===== src/design/shared_factor_connectivity_macros.svh =====
// Assertion macros shared by the shared factor connectivity block.
`ifndef SHARED_FACTOR_CONNECTIVITY_MACROS_SVH
`define SHARED_FACTOR_CONNECTIVITY_MACROS_SVH
`ifndef SYNTHESIS
`define SFC_ASSERT(lbl, prop, msg) \
  lbl: assert property (@(posedge clk) disable iff (rst) prop) else $error(msg);
`define SFC_ASSERT_ANY(lbl, prop, msg) \
  lbl: assert property (@(posedge clk) prop) else $error(msg);
`else
`define SFC_ASSERT(lbl, prop, msg)
`define SFC_ASSERT_ANY(lbl, prop, msg)
`endif
`endif


===== src/design/sfc_pkg.sv =====
// Package: constants and controller/datapath interface types.
`default_nettype none
package sfc_pkg;
  localparam int SFC_MAX_ITEMS     = 1024;
  localparam int SFC_VALUE_BITS    = 17;
  localparam int SFC_EPOCH_BITS    = 8;
  localparam int SFC_FIRST_DIVISOR = 2;

  typedef struct packed {
    logic take_input;
    logic accept_item;
    logic set_ovf;
    logic div_start;
    logic div_take;
    logic d_inc;
    logic note_d;
    logic note_tail;
    logic own_rd;
    logic own_wr;
    logic fa_init;
    logic fa_step;
    logic fb_init;
    logic fb_step;
    logic rd_b;
    logic merge;
    logic emit;
    logic clear_step;
  } sfc_cmd_t;

  typedef struct packed {
    logic sq_le;
    logic div_done;
    logic rem_zero;
    logic rest_gt1;
    logic own_hit;
    logic pa_root;
    logic pb_root;
    logic full;
    logic last_q;
    logic epoch_wrap;
    logic clear_done;
    logic out_busy;
  } sfc_status_t;
endpackage
`default_nettype wire


===== src/design/sfc_ctrl.sv =====
// Controller: sequences factoring, owner lookups and union-find walks.
`default_nettype none
module sfc_ctrl import sfc_pkg::*; (
  input  wire logic        clk,
  input  wire logic        rst,
  input  wire logic        in_valid,
  input  wire logic        last,
  output logic             in_ready,
  output sfc_cmd_t         cmd,
  input  wire sfc_status_t st
);
  localparam logic [3:0] S_CLEAR  = 4'd0;
  localparam logic [3:0] S_IDLE   = 4'd1;
  localparam logic [3:0] S_DTEST  = 4'd2;
  localparam logic [3:0] S_DIV    = 4'd3;
  localparam logic [3:0] S_REDIV  = 4'd4;
  localparam logic [3:0] S_TAIL   = 4'd5;
  localparam logic [3:0] S_NOTE   = 4'd6;
  localparam logic [3:0] S_OWN    = 4'd7;
  localparam logic [3:0] S_FA_RD  = 4'd8;
  localparam logic [3:0] S_FA_CHK = 4'd9;
  localparam logic [3:0] S_FB_RD  = 4'd10;
  localparam logic [3:0] S_FB_CHK = 4'd11;
  localparam logic [3:0] S_FINISH = 4'd12;
  localparam logic [3:0] S_RESULT = 4'd13;

  logic [3:0] state;
  logic [3:0] state_next;
  logic       found;
  logic       found_next;
  logic       tail;
  logic       tail_next;
  logic [3:0] ret_state;

  assign in_ready  = state == S_IDLE;
  assign ret_state = tail ? S_FINISH : S_REDIV;

  // Next state and commands
  always_comb begin
    cmd        = '0;
    state_next = state;
    found_next = found;
    tail_next  = tail;
    unique case (state)
      S_CLEAR: begin
        cmd.clear_step = 1'b1;
        if (st.clear_done) state_next = S_IDLE;
      end
      S_IDLE: begin
        if (in_valid) begin
          cmd.take_input = 1'b1;
          if (st.full) begin
            cmd.set_ovf = 1'b1;
            state_next  = last ? S_RESULT : S_IDLE;
          end else begin
            cmd.accept_item = 1'b1;
            found_next      = 1'b0;
            tail_next       = 1'b0;
            state_next      = S_DTEST;
          end
        end
      end
      S_DTEST: begin
        if (st.sq_le) begin
          cmd.div_start = 1'b1;
          state_next    = S_DIV;
        end else begin
          state_next = S_TAIL;
        end
      end
      S_DIV: begin
        if (st.div_done) begin
          if (st.rem_zero) begin
            cmd.div_take = 1'b1;
            if (!found) begin
              found_next  = 1'b1;
              cmd.note_d  = 1'b1;
              state_next  = S_NOTE;
            end else begin
              state_next = S_REDIV;
            end
          end else begin
            cmd.d_inc  = 1'b1;
            found_next = 1'b0;
            state_next = S_DTEST;
          end
        end
      end
      S_REDIV: begin
        cmd.div_start = 1'b1;
        state_next    = S_DIV;
      end
      S_TAIL: begin
        if (st.rest_gt1) begin
          cmd.note_tail = 1'b1;
          tail_next     = 1'b1;
          state_next    = S_NOTE;
        end else begin
          state_next = S_FINISH;
        end
      end
      S_NOTE: begin
        cmd.own_rd = 1'b1;
        state_next = S_OWN;
      end
      S_OWN: begin
        if (st.own_hit) begin
          cmd.fa_init = 1'b1;
          state_next  = S_FA_RD;
        end else begin
          cmd.own_wr = 1'b1;
          state_next = ret_state;
        end
      end
      S_FA_RD: state_next = S_FA_CHK;
      S_FA_CHK: begin
        if (st.pa_root) begin
          cmd.fb_init = 1'b1;
          state_next  = S_FB_RD;
        end else begin
          cmd.fa_step = 1'b1;
          state_next  = S_FA_RD;
        end
      end
      S_FB_RD: begin
        cmd.rd_b   = 1'b1;
        state_next = S_FB_CHK;
      end
      S_FB_CHK: begin
        cmd.rd_b = 1'b1;
        if (st.pb_root) begin
          cmd.merge  = 1'b1;
          state_next = ret_state;
        end else begin
          cmd.fb_step = 1'b1;
          state_next  = S_FB_RD;
        end
      end
      S_FINISH: state_next = st.last_q ? S_RESULT : S_IDLE;
      S_RESULT: begin
        if (!st.out_busy) begin
          cmd.emit   = 1'b1;
          state_next = st.epoch_wrap ? S_CLEAR : S_IDLE;
        end
      end
      default: state_next = S_CLEAR;
    endcase
  end

  // State register; reset starts the owner clearing sweep
  always_ff @(posedge clk) begin
    if (rst) begin
      state <= S_CLEAR;
      found <= 1'b0;
      tail  <= 1'b0;
    end else begin
      state <= state_next;
      found <= found_next;
      tail  <= tail_next;
    end
  end
endmodule
`default_nettype wire


===== config.mk =====
export PLATFORM = sky130hd
export DESIGN_NAME = sfc_ctrl
export DESIGN_NICKNAME = d
export VERILOG_FILES = /design/src/design/shared_factor_connectivity_macros.svh /design/src/design/sfc_pkg.sv /design/src/design/sfc_ctrl.sv
export SDC_FILE = /design/constraint.sdc
export NUM_CORES = 1
export LEC_CHECK = 0
export BUFFER_PORTS_ARGS = -buffer_cell sky130_fd_sc_hd__buf_2
export CAP_MARGIN = 20
export CORE_UTILIZATION = 46
export CTS_BUF_LIST = sky130_fd_sc_hd__clkbuf_8
export CTS_CLUSTER_DIAMETER = 120
export DETAILED_ROUTE_END_ITERATION = 10
export PLACE_DENSITY_LB_ADDON = 0.2
export SYNTH_ARGS = -nofsm -noshare
export SYNTH_HDL_FRONTEND = slang
export SYNTH_SLANG_ARGS = --single-unit

===== constraint.sdc =====
create_clock -name clk -period 1.6 [get_ports clk]
set_input_delay 0 -clock clk [delete_from_list [all_inputs] [get_ports clk]]
set_output_delay 0 -clock clk [all_outputs]
set_load 0.01 [all_outputs]

==> reports/metrics.cfg <==
[run_status]
status=finished, final reports clean

[power_and_ir_drop]
cellPowerDensity_nw_per_um2=835
p_total_uw=777
ir_worst_vdd_mv=0.486
power.leakage_uw=0.000452

[placement]
gp_congestion=0.922
port_buffers=34
place_worst_setup_slack_ps=83.6
dp_hpwl_um=1610

[synth]
syn_area_per_cell_sq_um=6.84
synthArstFlopShare=0
ys_seq_elements=6
synth_common_cells=9 x nor2_1, 8 x nand2_1, 8 x nor2b_1, 6 x dfxtp_1
synth_top_area_frac=0.174
ys_seq_area_frac=0.174
yosysWarnings=0
syn_area_sq_um=691
synthTopCellsByArea=dfxtp_1 17%, nor2b_1 7.2%, nor2_1 4.9%, and3_1 4.5%, nand2b_1 4.5%
synth_edf_count=0
syn_inst=101
syn-num-nets=117
synth_top_cell_by_area=dfxtp_1
synth.most_common_cell=nor2_1
synth.distinct_cells=38
synth-main-ff-cell=dfxtp_1

[grt]
antenna_found_initial=0
globalRouteOverflowTotal=0
grt_max_degree=15
grt_usage=0.277
grt_pass1_vias=707
grt_pass1_wl_um=3060

[cts]
cts_htree_levels=1
clockBufferDepth=2
cts_tree=done
clk_pin_slew_worst_paths_ps=40
numCtsBuffers=3
cts_setup_buffers=0
postCtsHoldBufs=0
cts-root-buf=clkbuf_8
clk_latency_ps=230
cts.sinks=6

[hold_path]
hp-class=in2reg
min_path_cells=2

[layout]
final_nets=155
seqCellArea_sq_um=121
multiInputGateArea_sq_um=515
syn_to_final_growth_pct=34.8
antenna_cells=0
fin_util=0.690
n_fill_cell=125
drive_above_1_share=0.372

[critical_path]
start_kind=register
path_class=reg2out
crit_required_ps=1600
critPathSlowestCell=nor4b_2
crit_cells=4
crit_path_end_kind=primary output
r2r.worst_path.cells=4
worst-path-max-fanout=5
cp_cell_sequence=nor4b_2, and2_1, nor2b_1, buf_2
cp_top_family=simple AND/OR/NAND/NOR gates
path_buf_inv=1
slowest_delay_ps=380
cp.arrival_ps=1490

[timing]
fmax_mhz=670
relSlewSlack=0.788
rsz0062_at_grt=false
worstMarginPinSlew_ps=318
setup_slack_ps=107
setup-tns-final_ps=0
fin_crit_ps=1490
fin_crit_sh=0.933
setup_viol_count_final=0
drv_slew=0
finalHoldViolCount=0
fin_skew_ps=5.72
hold_ws_ps=26.6

[floorplanning]
core_sq_um=1350
die_area_sq_um=1660
die_h_um=40.8
die_w_um=40.8
start_util=0.512
ios=35
row_count=13

[routing]
wl_um=2030
vias_per_cell=5.89
route.detailed.drc=0
vias=895
drt_iter0_drc=27
wl_per_cell_um=13.4
drtPass1Iterations=4
ant_nets=0

[flow_run]
maxCapViolCount=0

sequential cells by signal, indices dropped and copies added (netlist names):
| register | count |
|---|---|
| state | 4 |
| found | 1 |
| tail | 1 |
what timing repair did:
| action | CTS | global route |
|---|---|---|
| setup endpoints to repair | 1 | 3 |
| gates resized for setup | 1 | 2 |
| pin swaps | 0 | 0 |
cell usage in the layout, fill, tap and decap left out, types with 3 or more instances in the layout:
cell type and count:
nand2b_1 5, dfxtp_1 5, a21oi_1 4, inv_1 5, clkbuf_8 3, o211ai_1 3
nor2b_1 6, buf_4 5, nand2_1 8, and3_1 5, buf_2 34, o21ai_0 3
nor3_1 4, nor2_1 9, nand3_1 5
path summary, 6_finish.rpt:
| path | slack (ps) | from | end |
|---|---|---|---|
| worst max register to register | 110 | state[2] | state[2] |
| worst max-delay path | 110 | state[2] | cmd[16] |
| worst min register to register | 520 | tail | tail |
| worst min-delay path | 30 | rst | found |
cells by family after synthesis:
kind of cell | Yosys count | share of synthesized area
flip-flops | 6 | 0.174
buffers and inverters | 13 | 0.0869
AND/OR/NAND/NOR | 56 | 0.460
AO/OA/AOI/OAI | 26 | 0.279
through the flow:
step,instances,instance area [sq um]
2_1_floorplan,101,691
3_3_place_gp,149,883
3_5_place_dp,149,883
4_1_cts,152,926
5_1_grt,152,931
6_report,152,931
report_power, final:
group          switching, uW  internal (uW)  total (uW)  leakage, uW
Clock                   71.5            162         234    0.0000216
Combinational            193            160         353     0.000381
Sequential              24.4            166         191    0.0000493
area by class of cell:
class                           instances  area share
Multi-Input combinational cell         82       0.554
Inverter                                7      0.0282
Sequential cell                         6       0.130
Timing Repair Buffer                   39       0.223
Tap cell                               15      0.0202
Clock buffer                            3      0.0444
layer usage:
layer / track usage / share of wire
met1: 0.353 / 0.43
met4: 0.0250 / 0.0074
met5: 0 / 0
met2: 0.468 / 0.49
met3: 0.0870 / 0.077
Note: power is estimated with default switching activity, not from simulation.
